==> src/sv/udp_ipv6_header_builder_core_assert.svh <==
// assertion macros for the header builder core
`ifndef UDP_IPV6_HEADER_BUILDER_CORE_ASSERT_SVH
`define UDP_IPV6_HEADER_BUILDER_CORE_ASSERT_SVH

// same-cycle implication, sampled on clock, off during reset
`define UDP6_ASSERT_NOW(lbl, ante, cons, msg) \
   lbl: assert property (@(posedge clock) disable iff (reset) (ante) |-> (cons)) \
      else $error(msg);

// next-cycle implication, sampled on clock, off during reset
`define UDP6_ASSERT_NEXT(lbl, ante, cons, msg) \
   lbl: assert property (@(posedge clock) disable iff (reset) (ante) |=> (cons)) \
      else $error(msg);

`endif

==> src/sv/udp6_hdr_pkg.sv <==
`default_nettype none
package udp6_hdr_pkg;

   localparam int CSR_INDEX_W = 3;
   localparam int CSR_DATA_W  = 64;

   localparam logic [CSR_INDEX_W-1:0] CSR_SRC_ADDR_HI  = 3'd0;
   localparam logic [CSR_INDEX_W-1:0] CSR_SRC_ADDR_LO  = 3'd1;
   localparam logic [CSR_INDEX_W-1:0] CSR_DST_ADDR_HI  = 3'd2;
   localparam logic [CSR_INDEX_W-1:0] CSR_DST_ADDR_LO  = 3'd3;
   localparam logic [CSR_INDEX_W-1:0] CSR_SRC_PORT     = 3'd4;
   localparam logic [CSR_INDEX_W-1:0] CSR_DST_PORT     = 3'd5;
   localparam logic [CSR_INDEX_W-1:0] CSR_USE_ANNO_DST = 3'd6;

   localparam logic [3:0]  IP_VERSION  = 4'd6;
   localparam logic [7:0]  PROTO_UDP   = 8'd17;
   localparam logic [7:0]  HOP_LIMIT   = 8'hff;
   localparam logic [16:0] MAX_PAYLOAD = 17'd65527;
   localparam logic [15:0] UDP_HDR_LEN = 16'd8;

   typedef struct packed {
      logic [63:0] src_addr_hi;
      logic [63:0] src_addr_lo;
      logic [63:0] dst_addr_hi;
      logic [63:0] dst_addr_lo;
      logic [15:0] src_port;
      logic [15:0] dst_port;
      logic        use_anno_dst;
   } cfg_type;

   typedef struct packed {
      logic [15:0] payload_sum;
      logic [15:0] udp_len;
      logic        too_long;
      logic [63:0] dst_hi;
      logic [63:0] dst_lo;
   } pkt_type;

endpackage
`default_nettype wire

==> src/sv/udp6_hdr_csr.sv <==
`default_nettype none
module udp6_hdr_csr (
   input  logic                                    clock,
   input  logic                                    reset,
   input  logic                                    csr_write,
   input  logic [udp6_hdr_pkg::CSR_INDEX_W-1:0]    csr_index,
   input  logic [udp6_hdr_pkg::CSR_DATA_W-1:0]     csr_data,
   output udp6_hdr_pkg::cfg_type                   cfg
);
   import udp6_hdr_pkg::*;

   cfg_type cfg_ff;
   cfg_type cfg_in;

   always_comb begin
      cfg_in = cfg_ff;
      if (csr_write) begin
         case (csr_index)
            CSR_SRC_ADDR_HI:  cfg_in.src_addr_hi  = csr_data;
            CSR_SRC_ADDR_LO:  cfg_in.src_addr_lo  = csr_data;
            CSR_DST_ADDR_HI:  cfg_in.dst_addr_hi  = csr_data;
            CSR_DST_ADDR_LO:  cfg_in.dst_addr_lo  = csr_data;
            CSR_SRC_PORT:     cfg_in.src_port     = csr_data[15:0];
            CSR_DST_PORT:     cfg_in.dst_port     = csr_data[15:0];
            CSR_USE_ANNO_DST: cfg_in.use_anno_dst = csr_data[0];
            default: begin
            end
         endcase
      end
   end

   always_ff @(posedge clock) begin
      if (reset) begin
         cfg_ff <= '0;
      end else begin
         cfg_ff <= cfg_in;
      end
   end

   assign cfg = cfg_ff;

endmodule
`default_nettype wire

==> src/sv/udp6_hdr_accum.sv <==
`default_nettype none
module udp6_hdr_accum (
   input  logic                    clock,
   input  logic                    reset,
   input  udp6_hdr_pkg::cfg_type   cfg,
   input  logic                    req_valid,
   output logic                    req_stall,
   input  logic [7:0]              req_payload_byte,
   input  logic                    req_last_byte,
   input  logic [63:0]             req_anno_dst_hi,
   input  logic [63:0]             req_anno_dst_lo,
   output logic                    pkt_valid,
   output udp6_hdr_pkg::pkt_type   pkt,
   input  logic                    pkt_take
);
   import udp6_hdr_pkg::*;

   logic [15:0] run_ff, run_in;
   logic [16:0] cnt_ff, cnt_in;
   logic [7:0]  held_ff, held_in;
   logic        odd_ff, odd_in;
   logic        pkt_vld_ff, pkt_vld_in;
   pkt_type     pkt_ff, pkt_in;

   logic        accept;
   logic [16:0] add_word;
   logic [15:0] folded;
   logic [15:0] run_new;
   logic [7:0]  held_new;
   logic        odd_new;
   logic [16:0] add_pad;
   logic [15:0] pad_sum;
   logic [16:0] cnt_new;
   logic        too_long;
   logic [15:0] udp_len;

   assign req_stall = pkt_vld_ff & ~pkt_take;
   assign accept    = req_valid & ~req_stall;

   always_comb begin
      add_word = {1'b0, run_ff} + {1'b0, held_ff, req_payload_byte};
      folded   = add_word[15:0] + {15'd0, add_word[16]};
      run_new  = odd_ff ? folded : run_ff;
      held_new = odd_ff ? held_ff : req_payload_byte;
      odd_new  = ~odd_ff;
      // odd length: pad the waiting high byte with a zero low byte
      add_pad  = {1'b0, run_new} + {1'b0, held_new, 8'h00};
      pad_sum  = odd_new ? (add_pad[15:0] + {15'd0, add_pad[16]}) : run_new;
      cnt_new  = (cnt_ff <= MAX_PAYLOAD) ? (cnt_ff + 17'd1) : cnt_ff;
      too_long = cnt_new > MAX_PAYLOAD;
      udp_len  = too_long ? 16'hffff : (cnt_new[15:0] + UDP_HDR_LEN);
   end

   always_comb begin
      run_in     = run_ff;
      cnt_in     = cnt_ff;
      held_in    = held_ff;
      odd_in     = odd_ff;
      pkt_vld_in = pkt_vld_ff & ~pkt_take;
      pkt_in     = pkt_ff;
      if (accept) begin
         if (req_last_byte) begin
            run_in              = '0;
            cnt_in              = '0;
            held_in             = '0;
            odd_in              = 1'b0;
            pkt_vld_in          = 1'b1;
            pkt_in.payload_sum  = pad_sum;
            pkt_in.udp_len      = udp_len;
            pkt_in.too_long     = too_long;
            pkt_in.dst_hi       = cfg.use_anno_dst ? req_anno_dst_hi : cfg.dst_addr_hi;
            pkt_in.dst_lo       = cfg.use_anno_dst ? req_anno_dst_lo : cfg.dst_addr_lo;
         end else begin
            run_in  = run_new;
            cnt_in  = cnt_new;
            held_in = held_new;
            odd_in  = odd_new;
         end
      end
   end

   always_ff @(posedge clock) begin
      if (reset) begin
         run_ff     <= '0;
         cnt_ff     <= '0;
         held_ff    <= '0;
         odd_ff     <= 1'b0;
         pkt_vld_ff <= 1'b0;
      end else begin
         run_ff     <= run_in;
         cnt_ff     <= cnt_in;
         held_ff    <= held_in;
         odd_ff     <= odd_in;
         pkt_vld_ff <= pkt_vld_in;
      end
   end

   always_ff @(posedge clock) begin
      pkt_ff <= pkt_in;
   end

   assign pkt_valid = pkt_vld_ff;
   assign pkt       = pkt_ff;

endmodule
`default_nettype wire

==> src/sv/udp6_hdr_emit.sv <==
`default_nettype none
module udp6_hdr_emit (
   input  logic                    clock,
   input  logic                    reset,
   input  udp6_hdr_pkg::cfg_type   cfg,
   input  logic                    pkt_valid,
   input  udp6_hdr_pkg::pkt_type   pkt,
   output logic                    pkt_take,
   output logic                    rsp_valid,
   input  logic                    rsp_stall,
   output logic [63:0]             rsp_header_word,
   output logic                    rsp_word_last,
   output logic                    rsp_too_long
);
   import udp6_hdr_pkg::*;

   localparam logic [2:0] WORD_SRC_HI = 3'd1;
   localparam logic [2:0] WORD_SRC_LO = 3'd2;
   localparam logic [2:0] WORD_DST_HI = 3'd3;
   localparam logic [2:0] WORD_DST_LO = 3'd4;
   localparam logic [2:0] WORD_UDP    = 3'd5;

   logic        busy_ff, busy_in;
   logic [2:0]  idx_ff, idx_in;
   logic [20:0] acc_ff, acc_in;
   logic [15:0] ulen_ff, ulen_in;
   logic        tl_ff, tl_in;
   logic [63:0] dhi_ff, dhi_in;
   logic [63:0] dlo_ff, dlo_in;
   logic        vld_ff, vld_in;
   logic [63:0] word_ff, word_in;
   logic        wlast_ff, wlast_in;

   logic        load_ok;
   logic [63:0] chunk;
   logic [20:0] acc_add;
   logic [20:0] acc_init;
   logic [16:0] fold1;
   logic [15:0] fold2;
   logic [15:0] ck_raw;
   logic [15:0] ck;
   logic [63:0] w0;
   logic [63:0] w5;

   assign load_ok  = ~vld_ff | ~rsp_stall;
   assign pkt_take = ~busy_ff & pkt_valid & load_ok;

   always_comb begin
      case (idx_ff)
         WORD_SRC_HI: chunk = cfg.src_addr_hi;
         WORD_SRC_LO: chunk = cfg.src_addr_lo;
         WORD_DST_HI: chunk = dhi_ff;
         WORD_DST_LO: chunk = dlo_ff;
         default:     chunk = '0;
      endcase
      acc_add  = acc_ff + {5'd0, chunk[63:48]} + {5'd0, chunk[47:32]}
               + {5'd0, chunk[31:16]} + {5'd0, chunk[15:0]};
      acc_init = {5'd0, pkt.payload_sum} + {4'd0, pkt.udp_len, 1'b0}
               + {13'd0, PROTO_UDP} + {5'd0, cfg.src_port} + {5'd0, cfg.dst_port};
      fold1    = {1'b0, acc_ff[15:0]} + {12'd0, acc_ff[20:16]};
      fold2    = fold1[15:0] + {15'd0, fold1[16]};
      ck_raw   = ~fold2;
      ck       = (ck_raw == 16'd0) ? 16'hffff : ck_raw;
      w0       = {IP_VERSION, 28'd0, pkt.udp_len, PROTO_UDP, HOP_LIMIT};
      w5       = {cfg.src_port, cfg.dst_port, ulen_ff, ck};
   end

   always_comb begin
      busy_in  = busy_ff;
      idx_in   = idx_ff;
      acc_in   = acc_ff;
      ulen_in  = ulen_ff;
      tl_in    = tl_ff;
      dhi_in   = dhi_ff;
      dlo_in   = dlo_ff;
      vld_in   = vld_ff & rsp_stall;
      word_in  = word_ff;
      wlast_in = wlast_ff;
      if (load_ok) begin
         if (busy_ff) begin
            vld_in   = 1'b1;
            acc_in   = acc_add;
            idx_in   = idx_ff + 3'd1;
            wlast_in = (idx_ff == WORD_UDP);
            word_in  = (idx_ff == WORD_UDP) ? w5 : chunk;
            if (idx_ff == WORD_UDP) begin
               busy_in = 1'b0;
            end
         end else if (pkt_valid) begin
            vld_in   = 1'b1;
            busy_in  = 1'b1;
            idx_in   = WORD_SRC_HI;
            acc_in   = acc_init;
            ulen_in  = pkt.udp_len;
            tl_in    = pkt.too_long;
            dhi_in   = pkt.dst_hi;
            dlo_in   = pkt.dst_lo;
            word_in  = w0;
            wlast_in = 1'b0;
         end
      end
   end

   always_ff @(posedge clock) begin
      if (reset) begin
         busy_ff <= 1'b0;
         idx_ff  <= '0;
         vld_ff  <= 1'b0;
      end else begin
         busy_ff <= busy_in;
         idx_ff  <= idx_in;
         vld_ff  <= vld_in;
      end
   end

   always_ff @(posedge clock) begin
      acc_ff   <= acc_in;
      ulen_ff  <= ulen_in;
      tl_ff    <= tl_in;
      dhi_ff   <= dhi_in;
      dlo_ff   <= dlo_in;
      word_ff  <= word_in;
      wlast_ff <= wlast_in;
   end

   assign rsp_valid       = vld_ff;
   assign rsp_header_word = word_ff;
   assign rsp_word_last   = wlast_ff;
   assign rsp_too_long    = tl_ff;

endmodule
`default_nettype wire

==> src/sv/udp_ipv6_header_builder_core.sv <==
// Builds the 48-byte IPv6 plus UDP header for a packet whose payload arrives one
// byte per item, and sends it as six 64-bit big-endian words, the sixth marked
// by rsp_word_last. Payload bytes are taken at one per cycle while req_stall is
// low; the byte count and ones'-complement payload sum are updated in the cycle
// a byte is accepted. The last byte of a packet moves its totals into a one-entry
// packet slot, from which the emitter produces one header word per cycle while
// rsp_stall is low, folding the pseudo-header addresses into the checksum as it
// goes, and registers the first header word when it takes the packet. The input
// stalls while the slot holds a packet the emitter has not yet taken, which
// happens when a packet ends before the previous header has left or while the
// result side stalls, so back-to-back packets are paced by the emitter, which
// takes a new packet only once idle. Payloads longer than 65527 bytes report
// length 65535 and raise rsp_too_long on all six words.
// Configuration registers may only be written while no packet is in flight.
`default_nettype none
`include "udp_ipv6_header_builder_core_assert.svh"
module udp_ipv6_header_builder_core (
   input  logic                                    clock,
   input  logic                                    reset,
   input  logic                                    req_valid,
   output logic                                    req_stall,
   input  logic [7:0]                              req_payload_byte,
   input  logic                                    req_last_byte,
   input  logic [63:0]                             req_anno_dst_hi,
   input  logic [63:0]                             req_anno_dst_lo,
   output logic                                    rsp_valid,
   input  logic                                    rsp_stall,
   output logic [63:0]                             rsp_header_word,
   output logic                                    rsp_word_last,
   output logic                                    rsp_too_long,
   input  logic                                    csr_write,
   input  logic [udp6_hdr_pkg::CSR_INDEX_W-1:0]    csr_index,
   input  logic [udp6_hdr_pkg::CSR_DATA_W-1:0]     csr_data
);
   import udp6_hdr_pkg::*;

   cfg_type cfg;
   pkt_type pkt;
   logic    pkt_valid;
   logic    pkt_take;

   udp6_hdr_csr u_csr (
      .clock     (clock),
      .reset     (reset),
      .csr_write (csr_write),
      .csr_index (csr_index),
      .csr_data  (csr_data),
      .cfg       (cfg)
   );

   udp6_hdr_accum u_accum (
      .clock            (clock),
      .reset            (reset),
      .cfg              (cfg),
      .req_valid        (req_valid),
      .req_stall        (req_stall),
      .req_payload_byte (req_payload_byte),
      .req_last_byte    (req_last_byte),
      .req_anno_dst_hi  (req_anno_dst_hi),
      .req_anno_dst_lo  (req_anno_dst_lo),
      .pkt_valid        (pkt_valid),
      .pkt              (pkt),
      .pkt_take         (pkt_take)
   );

   udp6_hdr_emit u_emit (
      .clock           (clock),
      .reset           (reset),
      .cfg             (cfg),
      .pkt_valid       (pkt_valid),
      .pkt             (pkt),
      .pkt_take        (pkt_take),
      .rsp_valid       (rsp_valid),
      .rsp_stall       (rsp_stall),
      .rsp_header_word (rsp_header_word),
      .rsp_word_last   (rsp_word_last),
      .rsp_too_long    (rsp_too_long)
   );

   // slot handoff only from a filled slot
   `UDP6_ASSERT_NOW(a_take_needs_pkt, pkt_take, pkt_valid, "packet slot taken while empty")

   // input back-pressure only comes from a full slot
   `UDP6_ASSERT_NOW(a_stall_needs_pkt, req_stall, pkt_valid, "input stalled with empty slot")

   // an accepted final word is not followed directly by another final word
   `UDP6_ASSERT_NEXT(a_last_then_first, rsp_valid && !rsp_stall && rsp_word_last,
      !(rsp_valid && rsp_word_last), "two final header words in a row")

endmodule
`default_nettype wire

==> config.mk <==
export PLATFORM = sky130hd
export DESIGN_NAME = udp_ipv6_header_builder_core
export DESIGN_NICKNAME = d
export VERILOG_FILES = /design/src/sv/udp6_hdr_pkg.sv /design/src/sv/udp6_hdr_csr.sv /design/src/sv/udp6_hdr_accum.sv /design/src/sv/udp6_hdr_emit.sv /design/src/sv/udp_ipv6_header_builder_core.sv
export VERILOG_INCLUDE_DIRS = /design/src /design/src/sv
export SDC_FILE = /design/constraint.sdc
export NUM_CORES = 2
export LEC_CHECK = 0
export BUFFER_PORTS_ARGS = -buffer_cell sky130_fd_sc_hd__buf_2
export CORE_MARGIN = 2
export CORE_UTILIZATION = 55
export CTS_CLUSTER_SIZE = 40
export DETAILED_ROUTE_END_ITERATION = 7
export HOLD_SLACK_MARGIN = 0.15
export PLACE_DENSITY = 0.84
export RECOVER_POWER = 100
export SLEW_MARGIN = 10
export SYNTH_ARGS = -nofsm -noshare
export SYNTH_HDL_FRONTEND = slang
export SYNTH_HIERARCHICAL = 1
export SYNTH_SLANG_ARGS = --single-unit
==> constraint.sdc <==
create_clock -name clock -period 7.4 [get_ports clock]
set_clock_uncertainty 0.1 [all_clocks]
set_input_delay 0.74 -clock clock [delete_from_list [all_inputs] [get_ports clock]]
set_output_delay 0.74 -clock clock [all_outputs]
set_load 0.1 [all_outputs]
Yosys cells after proc, flatten, opt, wreduce, memory -nomap -nowiden. Cells that the tools add are included.

Register bits after elaboration: 729. Logic and storage cells: 112. Bits of input ports: 209.

Reduce and logical (&&, ||, !) cells: 13. Bitwise logic cells: 13. Mux-type cells: 29. Eq/ne operators: 11. $add $sub $neg: 17. $lt $le $gt $ge: 2.

Operator list (number): two-way mux 64 bit (5); case mux 64 bit (4 select lines) (1); adder 21 x 16 -> 21 bit (6); two-way mux 16 bit (4); adder 16 x 1 -> 16 bit (3); two-way mux 21 bit (2); adder 16 x 16 -> 17 bit (2); two-way mux 17 bit (2); adder 21 x 5 -> 21 bit, second input constant (1); adder 16 x 17 -> 18 bit (1); AND reduction 2 bit (9); adder 16 x 5 -> 17 bit (1); adder 17 x 1 -> 17 bit, second input constant (1); > comparator 17 x 16 -> 1 bit, second input constant (1); less-or-equal comparator 17 x 16 -> 1 bit, second input constant (1); adder 16 x 4 -> 16 bit, second input constant (1); zero test 16 bit (1); two-way mux 8 bit (2); inverter 16 bit (1); equality test 3 bit, second input constant (5); equality test 3 x 2 -> 1 bit, second input constant (4); two-way mux 1 bit (11); equality test 3 x 1 -> 1 bit, second input constant (2); two-way mux 3 bit (2); other kinds (7) (16).

Longest topological paths before layout.
Word-level depth: 8. Mapped depth: 32. Mapped depth without buffers: 32.

By module. The synthesis kept the hierarchy.

By module, submodules not included: udp6_hdr_emit (times used 1, sequential area each 7036.7 µm², area each 14516.4 µm², cells an instance 1223); udp6_hdr_csr (times used 1, sequential area each 5785.5 µm², area each 11313.4 µm², cells an instance 1013); udp6_hdr_accum (times used 1, sequential area each 5695.5 µm², area each 11086.9 µm², cells an instance 935).

Least setup slack after synthesis. Ideal clock, no wire load.

Path kind: input-to-reg. Start point: input req_payload_byte[0]. End point: register u_accum.pkt_ff, in the netlist u_accum/pkt[159], data pin. Slack: 0.671 ns. Arrival time: 6.375 ns. Path buffers: 0. Stages: 32. Setup time: 0.254 ns. Cells stage by stage: ha_1 > fa_1 > a21oi_1 > nor2_1 > o311ai_1 > a211oi_1 > o21ai_0 > nand2b_1 > a21o_1 > a21o_1 > ha_1 > ha_1 > nand2_1 > nor4_1 > nand3_1 > xnor2_1 > a21oi_1 > ha_1 > ha_1 > a311o_1 > a31o_1 > a311oi_2 > o21ai_0 > a21o_1 > ha_1 > nand4_1 > nor2_1 > and2_1 > nor2b_1 > and3_1 > xor2_1 > o21a_1.

Word-level cells in the longest chain between the ends: 6. Elaborated cells between the ends (all ways): 7. Those cells by class: 4 x add/sub; 3 x mux.

RTL lines: start, declared (line udp_ipv6_header_builder_core.sv:22) `input logic [7:0] req_payload_byte,`; adder 16 x 16 -> 17 bit (line udp6_hdr_accum.sv:41) `add_word = {1'b0, run_ff} + {1'b0, held_ff, req_payload_byte};`; adder 16 x 1 -> 16 bit (line udp6_hdr_accum.sv:42) `folded = add_word[15:0] + {15'd0, add_word[16]};`; two-way mux 16 bit (line udp6_hdr_accum.sv:43) `run_new = odd_ff ? folded : run_ff;`; adder 16 x 16 -> 17 bit (line udp6_hdr_accum.sv:47) `add_pad = {1'b0, run_new} + {1'b0, held_new, 8'h00};`; adder 16 x 1 -> 16 bit (line udp6_hdr_accum.sv:48) `pad_sum = odd_new ? (add_pad[15:0] + {15'd0, add_pad[16]}) : run_new;`; two-way mux 16 bit * (line udp6_hdr_accum.sv:48); net u_accum.pad_sum[14] (line udp6_hdr_accum.sv:32) `logic [15:0] pad_sum;`; end signal, assigned (line udp6_hdr_accum.sv:99) `pkt_ff <= pkt_in;`; end, declared (line udp6_hdr_accum.sv:23) `pkt_type pkt_ff, pkt_in;`.

The timed path passes the listed nets; every way through them passes the cells marked *. A chain may end at the register's enable or synchronous reset.

Final worst setup path.
Start point: register u_emit.idx_ff[0]. End point: register u_emit.acc_ff[13], data pin.

Word-level cells in the longest chain between the ends: 7. Elaborated cells between the ends (all ways): 10. Those cells by class: 4 x add/sub; 4 x eq/ne; 2 x mux.

RTL lines: start, declared (line udp6_hdr_emit.sv:24) `logic [2:0] idx_ff, idx_in;`; start signal, assigned (line udp6_hdr_emit.sv:111) `idx_ff <= idx_in;`; equality test 3 bit, or another cell as far along (line udp6_hdr_emit.sv:49) `case (idx_ff)`; case mux 64 bit (4 select lines) * (line udp6_hdr_emit.sv:49); adder 21 x 16 -> 21 bit (2 in series) (line udp6_hdr_emit.sv:56) `acc_add = acc_ff + {5'd0, chunk[63:48]} + {5'd0, chunk[47:32]}`; adder 21 x 16 -> 21 bit (line udp6_hdr_emit.sv:57) `+ {5'd0, chunk[31:16]} + {5'd0, chunk[15:0]};`; adder 21 x 16 -> 21 bit * (line udp6_hdr_emit.sv:57); two-way mux 21 bit * (line udp6_hdr_emit.sv:80) `if (busy_ff) begin`; end signal, assigned (line udp6_hdr_emit.sv:117) `acc_ff <= acc_in;`; end, declared (line udp6_hdr_emit.sv:25) `logic [20:0] acc_ff, acc_in;`.

Mark *: on every way between the ends. The rest lies on a longest branch, timed or not.

==> metrics.md <==
| Metric | Value |
|---|---|
| P&R area growth vs syn | 12.8% |
| Number of synthesis warnings | 6 |
| CP Capture Type | flop |
| Avg Inst Size Synth | 11.6 sq um |
| Max Cap Viol | 12 |
| Yosys reg bits | 729 |
| Die ar. | a little under 70000 sq um |
| Post-synth ARST share | 0% |
| Metal-1 WL | about 43000 um |
| Routed vias/inst | 6.02 |
| GPL Wtd Cong | 0.994 |
| RSZ-0062 raised after global routing | no |
| Remaining DRCs | 0 |
| Met2 WL | around 46000 um |
| Crit share post-route | 96.2% |
| Status | finished with violations |
| Worst path arrival time | between 7 and 8 ns |
| Largest family of logic cells by synthesized area | simple AND/OR/NAND/NOR gates |
| Die Span Y | 263 um |
| Root Driver | clkbuf_16 |
| Startpoint types | flop |
| CTS tree | built |
| Syn Nets | between 3000 and 4000 |
| Num rows | 94 |
| Tmin final | 7.12 ns |
| Final setup viols | 0 |
| Cells after Synth | 3171 |
| Ys flop type | edfxtp_1 |
| Synth Area in Simple Gates | roughly 13% |
| Mux cell area share after synthesis | 12.7% |
| Nets | 3811 |
| Failing checks | capacitance limit, slew limit |
| Clk sinks | 729 |
| Post-CTS resize count | 0 |
| Synth Area in Adders | 7.78% |
| Metal3 WL | about 10000 um |
| Synth area leader | edfxtp_1 |
| TritonCTS buffer count | 76 |
| Post-synthesis compound-gate area fraction | under 10% |
| Slew @ Worst Pin | 5.77 ns |
| R2r setup slk | 0.28 ns |
| Max layer used | met5 |
| Worst rel slew slack | -284% |
| Largest net degree at the start of global routing | 255 |
| Gr usage total | 29.3% |
| Hold WC Path Type | reg2reg |
| Ratio of cells with drive above 1 in the final layout | between 10% and 20% |
| Initial DRC count | 2822 |
| Die boundary width | 263 um |
| Hold_buf cts | 0 |
| Synth area leaders | edfxtp_1 32%, dfxtp_1 18%, mux2i_1 8.1% |
| Crit path max fanout | 18 |
| Dpl hpwl | 72400 um |
| Max Clk Rate | 140 MHz |
| Worst EP required | 7.52 ns |
| Clock Pin Slew Worst Setup and Hold Paths | 0.06 ns |
| First-pass DRT Iterations | 6 |
| GR Overflow Total | 0 |
| Post-synth EDFFs | 392 |
| Routed wire length | 104000 um |
| Worst skew pair latency | around 0.64 ns |
| Avg WL per Cell | about 24 um |
| Cell variety after synth | 98 |
| Cell Pwr Density | 237 nW/um^2 |
| Starting Density | a little under three fifths |
| Overall via count from detail_route | between 20000 and 30000 |
| Core area | between 60000 and 70000 sq um |
| Post-synthesis sequential area ratio | 50.2% |
| Remaining antenna violation count | 0 |
| PortBufs | 276 |
| VDD IR max | roughly 180 uV |
| CTS H-tree depth | 3 |
| Mapped Area | around 37000 sq um |
| # IOs | 277 |
| Clock tree buffer depth | 3 |
| Setup TNS | 0 ns |
| Cell Count, Final, Fillers Out | 4352 |
| First-pass GRT wire length | about 160000 um |
| Share of Yosys cell area claimed by the top area cell type | 31.9% |
| Leak Pwr | 17.4 nW |
| Post-Synth XOR/XNOR Area | 2.86% |
| Max Slew Vio Count | about 680 |
| CP Class | reg2reg |
| Setup Fix Bufs, Post-CTS | 0 |
| Number of global-route vias before repair | between 20000 and 30000 |
| Initial antenna violation count | 10 |
| Final hold vios | 0 |
| DP Cell Count | 4206 |
final cells by class:
cell class	instances	area [sq um]
timing repair buffer	356	1880
tap	864	1080
antenna	7	17.5
sequential	729	18500
multi-input combinational	2114	17100
fill	5068	24500
clock buffer	103	2100
inverter	144	547
clock inverter	35	369
power by group:
group	total [W]	switching [W]	internal (W)
Combinational	0.00146	0.000975	0.000487
Clock	0.00382	0.00160	0.00222
Sequential	0.00459	0.000111	0.00448
Total	0.00987	0.00269	0.00718
critical path, stage by stage, from the launching register on:
cell and delay [ns]:
dfxtp_1 0.39, inv_1 0.09, ha_1 0.20, and2_0 0.75, a22o_1 0.49, a221oi_1 0.81
fa_1 0.60, fa_1 0.53, fa_1 0.56, inv_1 0.05, ha_1 0.22, fa_1 0.41
a21oi_1 0.22, o21a_1 0.16, o21ai_0 0.17, a41oi_1 0.36, o21ai_0 0.14, xor2_1 0.16
nand2_1 0.08, o41ai_1 0.16
per-layer routing:
| layer | track usage (%) | vias up |
|---|---|---|
| met5 | 0 | - |
| met4 | 11.8 | 4 |
| met3 | 5.78 | 218 |
| met2 | 45.3 | 1246 |
| met1 | 40.7 | 12800 |
| li1 | - | 11900 |
placed cells by master (no fill, tap or decap), types with 9 or more instances in the layout:
| master | instances |
|---|---|
| inv_1 | 142 |
| and2_1 | 10 |
| a22o_1 | 46 |
| nand2b_1 | 362 |
| dfxtp_1 | 337 |
| or3_1 | 16 |
| o21a_1 | 15 |
| mux2_2 | 143 |
| xor2_1 | 41 |
| a32oi_1 | 13 |
| clkbuf_1 | 95 |
| nand4_1 | 15 |
| mux2_1 | 10 |
| fa_1 | 81 |
| o21ai_0 | 68 |
| a22oi_1 | 57 |
| o21bai_1 | 9 |
| clkbuf_16 | 77 |
| a211oi_1 | 28 |
| xnor2_1 | 61 |
| a21oi_1 | 75 |
| nand3_1 | 35 |
| a21o_1 | 21 |
| nor2_1 | 165 |
| and3_1 | 22 |
| clkinv_2 | 14 |
| buf_2 | 208 |
| edfxtp_1 | 392 |
| a221oi_1 | 51 |
| nor4_1 | 9 |
| nor3_1 | 41 |
| a31oi_1 | 17 |
| buf_4 | 64 |
| ha_1 | 99 |
| nand2_1 | 136 |
| mux2i_1 | 297 |
stage by stage:
stage	cell area, sq um	utilization [%]	setup WS (ns)	total power (W)	hold slack, ns
after floorplan	36900	-	0.671	0.00569	0.300
after detailed placement	39300	59.5	0.233	0.00610	0.305
final	41600	63.0	0.282	0.00987	0.307
after global placement	39300	59.5	0.358	0.00608	0.300
after global routing	41600	63.0	0.0810	0.0102	0.309
after CTS	41800	63.2	0.649	0.00988	0.294
sequential cells by signal (all words and copies together) (netlist names), 3 cells and up:
| register | flops |
|---|---|
| u_emit/idx_ff | 3 |
| u_accum/held_ff | 8 |
| u_emit/rsp_header_word | 64 |
| u_accum/pkt | 161 |
| u_emit/dhi_ff | 64 |
| u_accum/cnt_ff | 17 |
| u_emit/dlo_ff | 64 |
| u_emit/acc_ff | 21 |
| u_accum/run_ff | 16 |
| u_csr/cfg | 289 |
| u_emit/ulen_ff | 16 |
final timing paths:
kind	to	from	cells past startpoint
setup reg to reg	u_emit/acc_ff[13]	u_emit/idx_ff[0]	19
hold reg to reg	u_emit/dlo_ff[41]	u_accum/pkt[41]	0
setup / recovery	u_emit/acc_ff[13]	u_emit/idx_ff[0]	19
hold / removal	u_emit/dlo_ff[41]	u_accum/pkt[41]	0
synth_stat cells, types with 41 or more instances:
master and count:
nor3_1 41, clkbuf_1 129, xnor2_1 61, fa_1 81, a221oi_1 51, nand2b_1 362
dfxtp_1 337, mux2_2 153, o21ai_0 68, edfxtp_1 392, ha_1 100, nand2_1 137
nor2_1 166, xor2_1 41, a22o_1 46, mux2i_1 297, a21oi_1 75, a22oi_1 57
inv_1 144
logic make-up (layout without fill, tap and decap cells):
kind of cell | after synthesis | after routing
AND/OR/NAND/NOR | 876 | 876
flip-flops | 729 | 729
AO/OA/AOI/OAI | 497 | 497
multiplexers | 450 | 450
buffers and inverters | 328 | 638
adder cells (fa/ha/maj) | 181 | 181
XOR/XNOR | 110 | 110
other | 0 | 7
Note: power is estimated with default switching activity, not from simulation.
